[config.mk]
export PLATFORM = sky130hd
export DESIGN_NAME = text_console_cursor_writer_top
export DESIGN_NICKNAME = d
export VERILOG_FILES = /design/src/sv/tccw_pkg.sv /design/src/sv/text_console_cursor_writer_top.sv
export SDC_FILE = /design/constraint.sdc
export NUM_CORES = 1
export LEC_CHECK = 0
export ABC_AREA = 1
export BUFFER_PORTS_ARGS = -buffer_cell sky130_fd_sc_hd__buf_2
export CAP_MARGIN = 20
export CELL_PAD_IN_SITES_DETAIL_PLACEMENT = 1
export CELL_PAD_IN_SITES_GLOBAL_PLACEMENT = 1
export CORE_MARGIN = 2
export CORE_UTILIZATION = 50
export DETAILED_ROUTE_END_ITERATION = 7
export GPL_TIMING_DRIVEN = 1
export PLACE_DENSITY_LB_ADDON = 0.1
export SLEW_MARGIN = 25
export SYNTH_ARGS = -nofsm -noshare
export SYNTH_HDL_FRONTEND = slang
export SYNTH_SLANG_ARGS = --single-unit
[constraint.sdc]
create_clock -name clk -period 5.5 [get_ports clk]
set_input_delay 0.275 -clock clk [delete_from_list [all_inputs] [get_ports clk]]
set_output_delay 0.275 -clock clk [all_outputs]
set_load 0.005 [all_outputs]
[src/sv/tccw_pkg.sv]
// ----------------------------------------------------------------------------
// tccw_pkg
// Shared types and constants of the text console cursor writer.
// ----------------------------------------------------------------------------
`default_nettype none

package tccw_pkg;

    localparam int SCREEN_COLUMNS_DEFAULT = 80;
    localparam int SCREEN_ROWS_DEFAULT    = 25;

    localparam int CMD_W   = 2;
    localparam int INDEX_W = 12;
    localparam int ROW_W   = 5;
    localparam int COL_W   = 8;
    localparam int BYTE_W  = 8;
    localparam int ATTR_W  = 4;

    // Wide enough for the largest row times columns plus column before masking.
    localparam int ADDR_CALC_W = ROW_W + COL_W + 1;

    localparam logic [CMD_W-1:0] CMD_WRITE  = 2'd0;
    localparam logic [CMD_W-1:0] CMD_CLEAR  = 2'd1;
    localparam logic [CMD_W-1:0] CMD_SCROLL = 2'd2;

    localparam logic [ATTR_W-1:0] ATTR_TEXT  = 4'hF;
    localparam logic [ATTR_W-1:0] ATTR_BLANK = 4'h0;

    localparam logic [BYTE_W-1:0] BYTE_ESC     = 8'h1B;
    localparam logic [BYTE_W-1:0] BYTE_NEWLINE = 8'h0A;
    localparam logic [BYTE_W-1:0] BYTE_SPACE   = 8'h20;
    localparam logic [BYTE_W-1:0] BYTE_CURSOR  = 8'h5F;
    localparam logic [BYTE_W-1:0] BYTE_BRACKET = 8'h5B;
    localparam logic [BYTE_W-1:0] BYTE_LETTER_G = 8'h47;
    localparam logic [BYTE_W-1:0] BYTE_LETTER_K = 8'h4B;

    localparam logic [COL_W-1:0] COL_MAX = 8'hFF;

    typedef enum logic [1:0] {
        PHASE_IDLE    = 2'd0,
        PHASE_ESC     = 2'd1,
        PHASE_BRACKET = 2'd2
    } phase_t;

    typedef struct packed {
        logic [CMD_W-1:0]   command;
        logic [INDEX_W-1:0] cell_index;
        logic [ROW_W-1:0]   row_number;
        logic [COL_W-1:0]   column_number;
        logic [BYTE_W-1:0]  glyph_code;
        logic [ATTR_W-1:0]  color_attribute;
        logic               last_of_run;
    } cmd_t;

endpackage

`default_nettype wire

[src/sv/text_console_cursor_writer_top.sv]
// ----------------------------------------------------------------------------
// text_console_cursor_writer_top
// Turns a text byte stream into cell write, row clear and scroll commands.
// ----------------------------------------------------------------------------
// Each accepted byte is held in an input register until the result register
// is free, then turned in a single step into its run of zero to three memory
// commands, which are loaded into a three-entry result register and handed
// out one per cycle while out_ready is high. Printable text and newlines that
// scroll cause three commands, other newlines and row clears two, and the
// remaining bytes one or none; the single output channel sets the byte rate,
// which reaches up to one byte per cycle for bytes that cause one or no
// command while out_ready stays high. The next byte is taken into the input
// register while the previous run is still draining. Cursor column, row and
// escape phase update as each byte leaves the input register.
`default_nettype none

module text_console_cursor_writer_top #(
    parameter int SCREEN_COLUMNS = tccw_pkg::SCREEN_COLUMNS_DEFAULT,
    parameter int SCREEN_ROWS    = tccw_pkg::SCREEN_ROWS_DEFAULT
) (
    input  wire logic                          clk,
    input  wire logic                          rst_n,

    input  wire logic                          in_valid,
    output      logic                          in_ready,
    input  wire logic [tccw_pkg::BYTE_W-1:0]   char_byte,

    output      logic                          out_valid,
    input  wire logic                          out_ready,
    output      logic [tccw_pkg::CMD_W-1:0]    command,
    output      logic [tccw_pkg::INDEX_W-1:0]  cell_index,
    output      logic [tccw_pkg::ROW_W-1:0]    row_number,
    output      logic [tccw_pkg::COL_W-1:0]    column_number,
    output      logic [tccw_pkg::BYTE_W-1:0]   glyph_code,
    output      logic [tccw_pkg::ATTR_W-1:0]   color_attribute,
    output      logic                          last_of_run
);

    localparam int AW = tccw_pkg::ADDR_CALC_W;

    function automatic tccw_pkg::cmd_t make_cmd(
        input logic [tccw_pkg::CMD_W-1:0]  cmd,
        input logic [tccw_pkg::ROW_W-1:0]  row,
        input logic [tccw_pkg::COL_W-1:0]  col,
        input logic [tccw_pkg::BYTE_W-1:0] glyph,
        input logic [tccw_pkg::ATTR_W-1:0] attr
    );
        tccw_pkg::cmd_t c;
        logic [AW-1:0]  addr;
        addr = AW'(row) * AW'(SCREEN_COLUMNS) + AW'(col);
        c.command         = cmd;
        c.cell_index      = addr[tccw_pkg::INDEX_W-1:0];
        c.row_number      = row;
        c.column_number   = col;
        c.glyph_code      = glyph;
        c.color_attribute = attr;
        c.last_of_run     = 1'b0;
        return c;
    endfunction

    // Input register.
    logic                        s1_valid_reg;
    logic [tccw_pkg::BYTE_W-1:0] s1_byte_reg;

    // Cursor state.
    tccw_pkg::phase_t             phase_reg, phase_next;
    logic [tccw_pkg::COL_W-1:0]   col_reg, col_next;
    logic [tccw_pkg::ROW_W-1:0]   row_reg, row_next;

    // Result register: slot 0 is presented on the output.
    tccw_pkg::cmd_t slot_reg [3];
    logic [1:0]     cnt_reg;

    tccw_pkg::cmd_t run_cmd [3];
    logic [1:0]     run_cnt;

    logic out_fire;
    logic buf_free;
    logic s1_adv;
    logic scroll;
    logic [tccw_pkg::ROW_W-1:0] row_inc;
    logic clear_ok;

    assign out_valid = (cnt_reg != 2'd0);
    assign out_fire  = out_valid && out_ready;
    assign buf_free  = (cnt_reg == 2'd0) || ((cnt_reg == 2'd1) && out_fire);
    assign s1_adv    = s1_valid_reg && buf_free;
    assign in_ready  = !s1_valid_reg || s1_adv;

    assign row_inc  = row_reg + 1'b1;
    assign scroll   = (row_inc >= tccw_pkg::ROW_W'(SCREEN_ROWS)) || (row_inc == '0);
    assign clear_ok = ({1'b0, col_reg} < 9'(SCREEN_COLUMNS));

    // Next cursor state.
    always_comb
    begin
        phase_next = tccw_pkg::PHASE_IDLE;
        col_next   = col_reg;
        row_next   = row_reg;
        case (phase_reg)
            tccw_pkg::PHASE_ESC:
            begin
                if (s1_byte_reg == tccw_pkg::BYTE_BRACKET)
                begin
                    phase_next = tccw_pkg::PHASE_BRACKET;
                end
            end
            tccw_pkg::PHASE_BRACKET:
            begin
                if (s1_byte_reg == tccw_pkg::BYTE_LETTER_G)
                begin
                    col_next = '0;
                end
            end
            default:
            begin
                if (s1_byte_reg == tccw_pkg::BYTE_ESC)
                begin
                    phase_next = tccw_pkg::PHASE_ESC;
                end
                else if (s1_byte_reg == tccw_pkg::BYTE_NEWLINE)
                begin
                    col_next = '0;
                    row_next = scroll ? tccw_pkg::ROW_W'(SCREEN_ROWS - 1) : row_inc;
                end
                else if (col_reg != tccw_pkg::COL_MAX)
                begin
                    col_next = col_reg + 1'b1;
                end
            end
        endcase
    end

    // Command run for the byte in the input register.
    always_comb
    begin
        tccw_pkg::cmd_t erase_c;
        tccw_pkg::cmd_t draw_old_c;
        tccw_pkg::cmd_t draw_new_c;
        tccw_pkg::cmd_t scroll_c;
        erase_c    = make_cmd(tccw_pkg::CMD_WRITE, row_reg, col_reg,
                              tccw_pkg::BYTE_SPACE, tccw_pkg::ATTR_BLANK);
        draw_old_c = make_cmd(tccw_pkg::CMD_WRITE, row_reg, col_reg,
                              tccw_pkg::BYTE_CURSOR, tccw_pkg::ATTR_TEXT);
        draw_new_c = make_cmd(tccw_pkg::CMD_WRITE, row_next, col_next,
                              tccw_pkg::BYTE_CURSOR, tccw_pkg::ATTR_TEXT);
        scroll_c   = '0;
        scroll_c.command = tccw_pkg::CMD_SCROLL;

        run_cmd[0] = draw_new_c;
        run_cmd[1] = draw_new_c;
        run_cmd[2] = draw_new_c;
        run_cnt    = 2'd1;
        case (phase_reg)
            tccw_pkg::PHASE_ESC:
            begin
                if (s1_byte_reg == tccw_pkg::BYTE_BRACKET)
                begin
                    run_cnt = 2'd0;
                end
            end
            tccw_pkg::PHASE_BRACKET:
            begin
                if ((s1_byte_reg == tccw_pkg::BYTE_LETTER_K) && clear_ok)
                begin
                    run_cmd[0] = make_cmd(tccw_pkg::CMD_CLEAR, row_reg, col_reg,
                                          tccw_pkg::BYTE_SPACE, tccw_pkg::ATTR_BLANK);
                    run_cmd[1] = draw_old_c;
                    run_cnt    = 2'd2;
                end
            end
            default:
            begin
                run_cmd[0] = erase_c;
                if (s1_byte_reg == tccw_pkg::BYTE_ESC)
                begin
                    run_cnt = 2'd1;
                end
                else if (s1_byte_reg == tccw_pkg::BYTE_NEWLINE)
                begin
                    if (scroll)
                    begin
                        run_cmd[1] = scroll_c;
                        run_cnt    = 2'd3;
                    end
                    else
                    begin
                        run_cnt = 2'd2;
                    end
                end
                else
                begin
                    run_cmd[1] = make_cmd(tccw_pkg::CMD_WRITE, row_reg, col_reg,
                                          s1_byte_reg, tccw_pkg::ATTR_TEXT);
                    run_cnt    = 2'd3;
                end
            end
        endcase

        for (int i = 0; i < 3; i++)
        begin
            run_cmd[i].last_of_run = (2'(i + 1) == run_cnt);
        end
    end

    always_ff @(posedge clk or negedge rst_n)
    begin
        if (!rst_n)
        begin
            s1_valid_reg <= 1'b0;
            phase_reg    <= tccw_pkg::PHASE_IDLE;
            col_reg      <= '0;
            row_reg      <= '0;
            cnt_reg      <= 2'd0;
        end
        else
        begin
            if (in_ready)
            begin
                s1_valid_reg <= in_valid;
            end
            if (s1_adv)
            begin
                phase_reg <= phase_next;
                col_reg   <= col_next;
                row_reg   <= row_next;
                cnt_reg   <= run_cnt;
            end
            else if (out_fire)
            begin
                cnt_reg <= cnt_reg - 2'd1;
            end
        end
    end

    always_ff @(posedge clk)
    begin
        if (in_ready && in_valid)
        begin
            s1_byte_reg <= char_byte;
        end
        if (s1_adv)
        begin
            slot_reg[0] <= run_cmd[0];
            slot_reg[1] <= run_cmd[1];
            slot_reg[2] <= run_cmd[2];
        end
        else if (out_fire)
        begin
            slot_reg[0] <= slot_reg[1];
            slot_reg[1] <= slot_reg[2];
        end
    end

    assign command         = slot_reg[0].command;
    assign cell_index      = slot_reg[0].cell_index;
    assign row_number      = slot_reg[0].row_number;
    assign column_number   = slot_reg[0].column_number;
    assign glyph_code      = slot_reg[0].glyph_code;
    assign color_attribute = slot_reg[0].color_attribute;
    assign last_of_run     = slot_reg[0].last_of_run;

    // The cursor never leaves the screen vertically.
    assert property (@(posedge clk) disable iff (!rst_n)
        row_reg < tccw_pkg::ROW_W'(SCREEN_ROWS))
        else $error("cursor row beyond the last screen row");

    // The presented command is marked last exactly when it is the final one held.
    assert property (@(posedge clk) disable iff (!rst_n)
        out_valid |-> (last_of_run == (cnt_reg == 2'd1)))
        else $error("last_of_run does not match the remaining run length");

    // Once the final command of a run is taken with nothing new loaded, output goes idle.
    assert property (@(posedge clk) disable iff (!rst_n)
        (out_fire && last_of_run && !s1_adv) |=> !out_valid)
        else $error("output still valid after the end of a run");

    // The input register is never overwritten while it waits for the result register.
    assert property (@(posedge clk) disable iff (!rst_n)
        (s1_valid_reg && !buf_free) |-> !in_ready)
        else $error("input register accepted a byte while stalled");

endmodule

`default_nettype wire
==> flow_summary.json, run 1 <==
{
  "status": "completed",
  "yosys_warnings": 0,
  "clkSlewWorstSetupHoldPaths_ns": 0.06,
  "initial_core_util_pct": 51.16,
  "intPower_mw": 2.765,
  "grt_pass1_wl_um": 30400,
  "most-common-layout-cells": "155 x nand2_1, 104 x inv_1, 95 x edfxtp_1",
  "irDropWorstVdd_mv": 0.8485,
  "drive_gt1_share_pct": 16.10,
  "dp_slack_ns": 1.154,
  "drv_slew": 0,
  "vias_per_cell": 5.620,
  "grt_usage_pct": 27.84,
  "fmax_mhz": 223.0,
  "coreArea_sq_mm": 0.01324,
  "clkLatencyLatePin_ns": 0.42,
  "setup_tns_ns": 0,
  "antennaDiodeCount": 0,
  "skew_ns": 0.009738,
  "wl_met3_um": 971,
  "placed_area_sq_mm": 0.006895,
  "die-area_sq_mm": 0.01450,
  "syn-num-nets": 814,
  "final-hold-violation-count": 0,
  "die_w_um": 120.4,
  "tightest_slew_ns": 0.9252,
  "via_count": 5491,
  "portBuffers": 53,
  "cp-startpoint": "row_reg[1]",
  "wl_per_cell_um": 19.36,
  "synth_area_sq_mm": 0.006775,
  "place.gp.congestion": 0.9264,
  "setup_viol_count_final": 0,
  "rows": 42,
  "worstPathRequired_ns": 5.68,
  "min_period_over_period_pct": 81.54,
  "cts_tree": "yes",
  "layout_commonest_cell": "nand2_1",
  "cp_slowest_stage_delay_ns": 0.62,
  "fin_area_sq_mm": 0.007482,
  "crit_top_cell": "nand2_1",
  "crit_chain": "inv_1 -> ha_1 -> nor3_1 -> nand2_1 -> nand3_1 -> nand2_1 -> inv_2 -> nand2_1 -> a21oi_1 -> ha_1 -> ha_1 -> inv_1 -> fa_1 -> a21oi_1 -> xnor2_1 -> inv_1 -> a21oi_1 -> o21ai_0 -> nand2_1 -> nand2_1",
  "drc_errors": 0,
  "p_clk_share_pct": 24.6,
  "dp.cells": 944,
  "synth_edf_count": 95,
  "rsz0062_at_grt": "false",
  "cp.arrival_ns": 4.66,
  "rr_startpoint": "row_reg[1]",
  "grt_max_degree": 68,
  "path_max_fanout": 11,
  "wirelength_um": 18910,
  "ys_seq_area_share_pct": 48.75,
  "end_kind": "register",
  "switching_power_mw": 1.680,
  "netlist_instances": 770,
  "synth.distinct_cells": 45,
  "dp_hpwl_um": 13060,
  "ys_ff_latch": 113,
  "final_cells": 977,
  "htreeDepth": 4,
  "areaGrowthSynthToFinish_pct": 10.43,
  "first_pass_iters": 5,
  "pwr-share-comb_pct": 37.2,
  "leakagePower_nw": 3.513,
  "synth-async-reset-ratio_pct": 15.93,
  "setup_slack_ns": 1.015,
  "die_h_um": 120.4,
  "ant_nets": 0,
  "highest_layer": "met4",
  "hp-class": "in -> reg",
  "post-cts-setup-buffers": 0,
  "grt-ovfl-total": 0,
  "switching_share_pct": 37.80,
  "hp-start": "char_byte[6]",
  "whs_ns": 0.03584,
  "ys.flop_type": "edfxtp_1",
  "cts-root-buf": "clkbuf_16",
  "cp_slowest_cell": "dfrtp_1",
  "finalNetCount": 832,
  "min_period_ns": 4.485,
  "largest_reg_flops": 87,
  "antenna_found_initial": 0,
  "syn_avg_cell_area_sq_um": 8.799,
  "wl_met2_um": 9467,
  "grt_pass1_vias": 5756,
  "seq_power_share_pct": 38.2,
  "start_kind": "register",
  "io_pins": 54,
  "drtIter0Drc": 337,
  "clk_path_buf_depth": 2,
  "crit_type": "reg -> reg",
  "tritoncts.num_buffers": 17,
  "drv_cap": 0,
  "powerDensity_mw_per_mm2": 594.1,
  "relSlewSlack_pct": 38.32,
  "drt-met1-wl_um": 7971,
  "cts.sinks": 113
}
==> power by group through the flow <==
stage                     Clock, mW  Combinational (mW)  Sequential, mW
after floorplan                   0                1.28            1.65
after global placement            0                1.54            1.69
after detailed placement          0                1.63            1.71
after CTS                      1.11                1.65            1.70
after global routing           1.14                1.86            1.75
final                          1.09                1.65            1.70
==> per-layer routing <==
| metal | GRT usage, % | vias to the layer above |
|---|---|---|
| li1 | - | 2544 |
| met1 | 34.18 | 2747 |
| met2 | 47.85 | 163 |
| met3 | 4.858 | 37 |
| met4 | 12.72 | 0 |
| met5 | 0 | - |
==> path summary, 6_finish.rpt <==
check                           cells past startpoint  slack [ns]         endpoint
worst min register to register                      2        0.52  slot_reg[0][11]
min in group asynchronous                           2        0.35       row_reg[4]
max in group asynchronous                           2        4.80       col_reg[2]
worst max register to register                     20        1.02  slot_reg[0][35]
worst max-delay path                               20        1.02  slot_reg[0][35]
worst min-delay path                                1        0.04   s1_byte_reg[6]
==> synth_stat cells (all sizes together) (4+ instances only) <==
cell | instances | share of area (%)
inv | 115 | 6.4
xor2 | 7 | 0.90
fa | 4 | 1.2
buf | 56 | 5.8
o22ai | 11 | 1.0
nand3 | 42 | 3.2
dfrtp | 18 | 6.6
a31oi | 7 | 0.65
nor3 | 7 | 0.76
edfxtp | 95 | 42
o21bai | 4 | 0.44
o211ai | 5 | 0.55
a21oi | 48 | 3.5
xnor2 | 7 | 1.0
or2 | 5 | 0.46
ha | 28 | 5.2
nand2 | 165 | 9.6
nand4 | 5 | 0.46
clkbuf | 5 | 0.28
nor2 | 74 | 4.6
o21ai | 50 | 3.7
==> critical path, delay by kind of cell, from the launching register on <==
family                   cells  cell delay, ns
AND/OR/NAND/NOR              7            0.72
XOR/XNOR                     1            0.18
adder cells (fa/ha/maj)      4            1.30
buffers and inverters        4            0.42
flip-flops                   1            0.62
AO/OA/AOI/OAI                4            1.02
==> metrics by stage <==
stage	power, mW	utilization [%]
2_1_floorplan	2.924	-
3_3_place_gp	3.227	52.07
3_5_place_dp	3.346	52.07
4_1_cts	4.463	56.50
5_1_grt	4.739	56.50
6_report	4.445	56.50
==> final cells by class <==
cell class	instances	area, sq um
clock buffers	20	436.7
clock inverters	12	140.1
fillers	1601	5761
inverters	116	439.2
multi-input cells	480	2623
flip-flops and latches	113	3303
well taps	176	220.2
repair buffers	60	320.3
==> cell families (layout without fill, tap and decap cells) <==
group                      after synthesis  after routing  synth area share [%]
AOI/OAI and AO/OA                      130            130                 10.71
xor gates and xnor gates                14             14                 1.921
adders and majority gates               32             32                 6.353
buffers and inverters                  177            208                 12.54
DFF                                    113            113                 48.75
muxes                                    1              1                0.1477
and+or+nand+nor                        303            303                 19.58
==> repair_timing <==
item	in CTS	in global routing
hold buffers	1	0
resized for setup	0	0
endpoints found under the hold margin	18	0
(Power assumes the default switching activity.)
==> run 2, diff against run 1 <==
--- a/config.mk
+++ b/config.mk
@@ -11,7 +11,7 @@
 export CELL_PAD_IN_SITES_DETAIL_PLACEMENT = 1
 export CELL_PAD_IN_SITES_GLOBAL_PLACEMENT = 1
 export CORE_MARGIN = 2
-export CORE_UTILIZATION = 50
+export CORE_UTILIZATION = 46
 export DETAILED_ROUTE_END_ITERATION = 7
 export GPL_TIMING_DRIVEN = 1
 export PLACE_DENSITY_LB_ADDON = 0.1
==> constraint.sdc (replaced) <==
create_clock -name clk -period 4.65 [get_ports clk]
set_input_delay 0.2325 -clock clk [delete_from_list [all_inputs] [get_ports clk]]
set_output_delay 0.2325 -clock clk [all_outputs]
set_load 0.005 [all_outputs]
==> run 2 against run 1 <==
Net effect:
- sequential cell count did not move
- final cell count rose by 1.8%
- largest power group unchanged
- critical path depth is 2 higher
- critical endpoint is now slot_reg[0][76]
- sequential share of layout area decreased by 0.61 points
- highest routed layer unchanged
- critical path type unchanged
- hold slack improved by 0.011 ns
- clock power grew 17%
- total power rose by 18%
==> flow_summary.json, run 2 (synthesis results as in run 1) <==
{
  "status": "completed",
  "path_delay_family": "simple AND/OR/NAND/NOR gates",
  "timing.critical_path.buf_inv": 4,
  "powerDensity_mw_per_mm2": 690.8,
  "hp-class": "in -> reg",
  "vias_per_cell": 5.491,
  "min_period_over_period_pct": 93.65,
  "crit_chain": "inv_2 -> ha_1 -> nor3_1 -> nand2_1 -> nand3_1 -> nand2_1 -> inv_2 -> nand2_1 -> o22ai_1 -> inv_1 -> ha_1 -> ha_1 -> ha_1 -> nand2_1 -> o21ai_0 -> nand3_1 -> inv_1 -> nand3_1 -> nand3_1 -> nand2_1 -> nor2_1 -> nor2_1",
  "fin_area_sq_mm": 0.007590,
  "crit_top_cell": "nand2_1",
  "rsz0062_at_grt": "false",
  "layout_commonest_cell": "nand2_1",
  "fmax_mhz": 229.6,
  "ant_nets": 0,
  "grt-ovfl-total": 0,
  "final-hold-violation-count": 0,
  "worstPathRequired_ns": 4.82,
  "finalNetCount": 842,
  "end_kind": "register",
  "largest_reg_flops": 87,
  "placed_area_sq_mm": 0.006920,
  "setup_viol_count_final": 0,
  "highest_layer": "met4",
  "most-common-layout-cells": "155 x nand2_1, 104 x inv_1, 95 x edfxtp_1",
  "crit_type": "reg -> reg",
  "num-fill-cells": 1695,
  "min_period_ns": 4.355,
  "io_pins": 54,
  "drtIter0Drc": 376,
  "first_pass_iters": 8,
  "cts_tree": "yes",
  "tritoncts.num_buffers": 17,
  "antennaDiodeCount": 0,
  "die-area_sq_mm": 0.01572,
  "areaGrowthSynthToFinish_pct": 12.02,
  "post-cts-setup-buffers": 0,
  "via_count": 5464,
  "antenna_found_initial": 0,
  "setup_tns_ns": 0,
  "relSlewSlack_pct": 40.77,
  "grt_usage_pct": 25.78,
  "seqCellArea_sq_mm": 0.003304,
  "grt_max_degree": 51,
  "drc_errors": 0,
  "dp_slack_ns": 0.3759,
  "drt-met1-wl_um": 8368,
  "cp.arrival_ns": 4.53,
  "cp_slowest_stage_delay_ns": 0.54,
  "skew_ns": 0.007707,
  "irDropWorstVdd_mv": 0.5316,
  "cp_slowest_cell": "dfrtp_1",
  "start_kind": "register",
  "wl_met3_um": 937,
  "wl_met2_um": 9719,
  "cts.sinks": 113,
  "portBuffers": 53,
  "leakagePower_nw": 3.548,
  "setup_slack_ns": 0.2954,
  "whs_ns": 0.04679,
  "die_h_um": 125.4,
  "place.gp.congestion": 0.8861,
  "initial_core_util_pct": 46.79,
  "multiInputGateArea_sq_mm": 0.002626,
  "wirelength_um": 19450,
  "htreeDepth": 4,
  "drv_cap": 0,
  "grt_pass1_vias": 5735,
  "die_w_um": 125.4,
  "tightest_slew_ns": 0.8885,
  "clk_path_buf_depth": 2,
  "grt_pass1_wl_um": 30870,
  "drv_slew": 0,
  "coreArea_sq_mm": 0.01448,
  "wl_per_cell_um": 19.55,
  "cts-root-buf": "clkbuf_16",
  "drive_gt1_share_pct": 16.52,
  "dp_hpwl_um": 13330,
  "path_max_fanout": 9,
  "clkSlewWorstSetupHoldPaths_ns": 0.06,
  "rows": 44,
  "clkLatencyLatePin_ns": 0.42
}
run 2: final timing paths:
check | cells after the start | from | to | slack, ns
worst max register to register | 22 | row_reg[0] | slot_reg[0][76] | 0.30
max in group asynchronous | 2 | rst_n | row_reg[1] | 3.95
worst min register to register | 2 | slot_reg[0][72] | slot_reg[0][32] | 0.53
min in group asynchronous | 2 | rst_n | row_reg[4] | 0.33
worst min-delay path | 3 | in_valid | s1_valid_reg | 0.05
worst max-delay path | 22 | row_reg[0] | slot_reg[0][76] | 0.30
run 2: what timing repair did:
item | in CTS | in global routing
hold endpoints to repair | 26 | 0
hold buffers | 9 | 0
gates resized for setup | 0 | 2
setup endpoints to repair | 0 | 2
run 2: layout make-up:
cell class / count / area share [%]
Tap cell: 184 / 3.033
Multi-Input combinational cell: 480 / 34.60
Clock inverter: 10 / 1.434
Inverter: 116 / 5.803
Sequential cell: 113 / 43.54
Clock buffer: 22 / 6.116
Timing Repair Buffer: 70 / 5.473
run 2: power by group:
part	switching (mW)	internal, mW
sequential	0.221	1.79
clock	0.466	0.812
combinational	1.31	0.650
total	1.99	3.25
run 2: worst reg2reg max path, delay by kind of cell (launching register included):
| kind | cells | cell delay (ns) |
|---|---|---|
| AO/OA/AOI/OAI | 2 | 0.53 |
| buffers and inverters | 4 | 0.44 |
| flip-flops | 1 | 0.54 |
| adder cells (fa/ha/maj) | 4 | 1.30 |
| AND/OR/NAND/NOR | 12 | 1.31 |
run 2: routing by layer:
layer | vias to the layer above | global-route usage, %
met5 | - | 0
met4 | 0 | 9.346
met3 | 39 | 5.605
met2 | 142 | 44.34
met1 | 2725 | 32.05
li1 | 2558 | -
run 2: stage by stage:
step | std cells | utilization, % | power, mW
after floorplan | 770 | - | 3.458
after global placement | 954 | 47.80 | 3.856
after detailed placement | 954 | 47.80 | 3.953
after CTS | 995 | 52.38 | 5.275
after global routing | 995 | 52.42 | 5.599
final | 995 | 52.42 | 5.243
==> run 3, diff against run 2 <==
--- a/config.mk
+++ b/config.mk
@@ -8,13 +8,11 @@
 export ABC_AREA = 1
 export BUFFER_PORTS_ARGS = -buffer_cell sky130_fd_sc_hd__buf_2
 export CAP_MARGIN = 20
-export CELL_PAD_IN_SITES_DETAIL_PLACEMENT = 1
-export CELL_PAD_IN_SITES_GLOBAL_PLACEMENT = 1
 export CORE_MARGIN = 2
-export CORE_UTILIZATION = 46
+export CORE_UTILIZATION = 61
 export DETAILED_ROUTE_END_ITERATION = 7
 export GPL_TIMING_DRIVEN = 1
-export PLACE_DENSITY_LB_ADDON = 0.1
+export PLACE_DENSITY = 0.9
 export SLEW_MARGIN = 25
 export SYNTH_ARGS = -nofsm -noshare
 export SYNTH_HDL_FRONTEND = slang
==> run 3 against run 2 <==
Net effect:
- count of clock-buffer cells in the layout rose by 1
- sequential cell count did not move
- combinational power fell by 3%
- global-route usage rose by 4.2 points
- worst setup slack improved by 0.26 ns
- final cell count fell by 4.6%
- core utilization rose by 17 points
- via count rose by 1.1%
- first-iteration DRC count rose by 68%
- largest power group unchanged
==> flow_summary.json, run 3 (synthesis results as in run 1) <==
{
  "portBuffers": 53,
  "layout_commonest_cell": "nand2_1",
  "powerDensity_mw_per_mm2": 685.2,
  "wl_per_cell_um": 17.42,
  "initial_core_util_pct": 62.50,
  "cts_tree": "yes",
  "post_cts_resized": 0,
  "clk_path_buf_depth": 2,
  "placed_area_sq_mm": 0.006863,
  "first_pass_iters": 5,
  "cts-root-buf": "clkbuf_8",
  "skew_ns": 0.004875,
  "drtIter0Drc": 632,
  "cts.sinks": 113,
  "ant_nets": 0,
  "relSlewSlack_pct": 41.17,
  "num-fill-cells": 797,
  "drc_errors": 0,
  "crit_type": "reg -> reg",
  "rsz0062_at_grt": "false",
  "tritoncts.num_buffers": 17,
  "setup_viol_count_final": 0,
  "ff2ff_path_depth": 21,
  "post-cts-setup-buffers": 0,
  "finalNetCount": 841,
  "fmax_mhz": 244.1,
  "grt-ovfl-total": 0,
  "clkSlewWorstSetupHoldPaths_ns": 0.06,
  "leakagePower_nw": 3.541,
  "fin_area_sq_mm": 0.007512,
  "path_max_fanout": 11,
  "r2r_end": "slot_reg[0][76]",
  "rows": 38,
  "io_pins": 54,
  "clkLatencyLatePin_ns": 0.53,
  "final-hold-violation-count": 0,
  "grt_pass1_wl_um": 26500,
  "cp.arrival_ns": 4.39,
  "most-common-layout-cells": "155 x nand2_1, 104 x inv_1, 95 x edfxtp_1",
  "hp-class": "in -> reg",
  "utilization_pct": 69.30,
  "drive_gt1_share_pct": 15.33,
  "dp_hpwl_um": 10990,
  "grt_max_degree": 41,
  "rr_startpoint": "row_reg[1]",
  "antenna_found_initial": 0,
  "min_period_over_period_pct": 88.10,
  "die_h_um": 109.4,
  "htreeDepth": 4,
  "place.gp.congestion": 0.9507,
  "areaGrowthSynthToFinish_pct": 10.88,
  "r2r_setup_slack_ns": 0.55,
  "status": "completed",
  "drv_cap": 0,
  "drv_slew": 0,
  "end_kind": "register",
  "grt_usage_pct": 29.95,
  "tightest_slew_ns": 0.8812,
  "setup_tns_ns": 0,
  "start_kind": "register",
  "coreArea_sq_mm": 0.01084,
  "whs_endpoint": "s1_valid_reg",
  "via_count": 5525,
  "antennaDiodeCount": 0,
  "whs_ns": 0.05328,
  "die-area_sq_mm": 0.01197,
  "wirelength_um": 16530,
  "largest_reg_flops": 87,
  "vias_per_cell": 5.822,
  "hold_depth": 4,
  "die_w_um": 109.4,
  "hold_buffers": 10,
  "worstPathRequired_ns": 4.94,
  "hp-start": "out_ready",
  "min_period_ns": 4.097,
  "irDropWorstVdd_mv": 0.5823,
  "grt_pass1_vias": 5251
}
run 3: cell types whose count changed in the layout (fill, tap and decap cells not counted), sizes merged:
cell         delta
buf             -2
bufinv          +1
clkinv          -1
dlygate4sd3     +1
clkinvlp        -2
clkbuf          +1
run 3: worst max-delay path by stage:
stage,depth (start not counted),endpoint,startpoint
final,21,slot_reg[0][76],row_reg[1]
after global routing,21,slot_reg[0][76],row_reg[1]
after floorplan,22,slot_reg[0][76],row_reg[1]
after CTS,21,slot_reg[0][76],row_reg[1]
after detailed placement,21,slot_reg[0][76],row_reg[1]
after global placement,21,slot_reg[0][76],row_reg[1]
run 3: cell type report:
class	instances	area, sq um	share of cell area (%)
tap	140	175.2	2.332
clock inverter	8	112.6	1.499
clock buffer	23	436.7	5.813
timing repair buffer	69	422.9	5.630
sequential	113	3303	43.97
inverter	116	439.2	5.846
multi-input combinational	480	2623	34.91
run 3: power by group:
group | switching, mW | internal (mW) | leakage (nW)
registers | 0.216 | 1.78 | 1.16
clock network | 0.433 | 0.805 | 0.269
logic | 1.26 | 0.653 | 2.11
total | 1.91 | 3.24 | 3.54
run 3: per-layer routing:
metal / vias up / GRT usage, % / part of all wire (%)
met4: 0 / 17.00 / 4.6
li1: 2555 / - / -
met5: - / 0 / 0
met3: 67 / 7.054 / 10
met1: 2582 / 37.42 / 38
met2: 321 / 47.88 / 47
run 3: through the flow:
stage | power (mW) | worst slack, ns | cells
3_5_place_dp | 3.864 | 0.6015 | 908
6_report | 5.148 | 0.5535 | 949
4_1_cts | 5.131 | 0.5742 | 949
2_1_floorplan | 3.458 | 1.093 | 770
5_1_grt | 5.480 | 0.1878 | 949
3_3_place_gp | 3.773 | 0.7820 | 908
run 3: worst max-delay path, cell delays in order, from the launching register on:
cell     delay (ns)
dfrtp_1        0.58
inv_1          0.11
ha_1           0.30
nor3_1         0.18
nand2_1        0.07
nand3_1        0.08
nand2_1        0.08
inv_2          0.08
nand2_1        0.08
a21oi_1        0.43
ha_1           0.25
ha_1           0.16
inv_1          0.06
fa_1           0.40
xnor2_1        0.30
nand3_1        0.15
inv_1          0.08
nand3_1        0.11
nand3_1        0.13
nand2_1        0.06
nor2_1         0.12
nor2_1         0.05
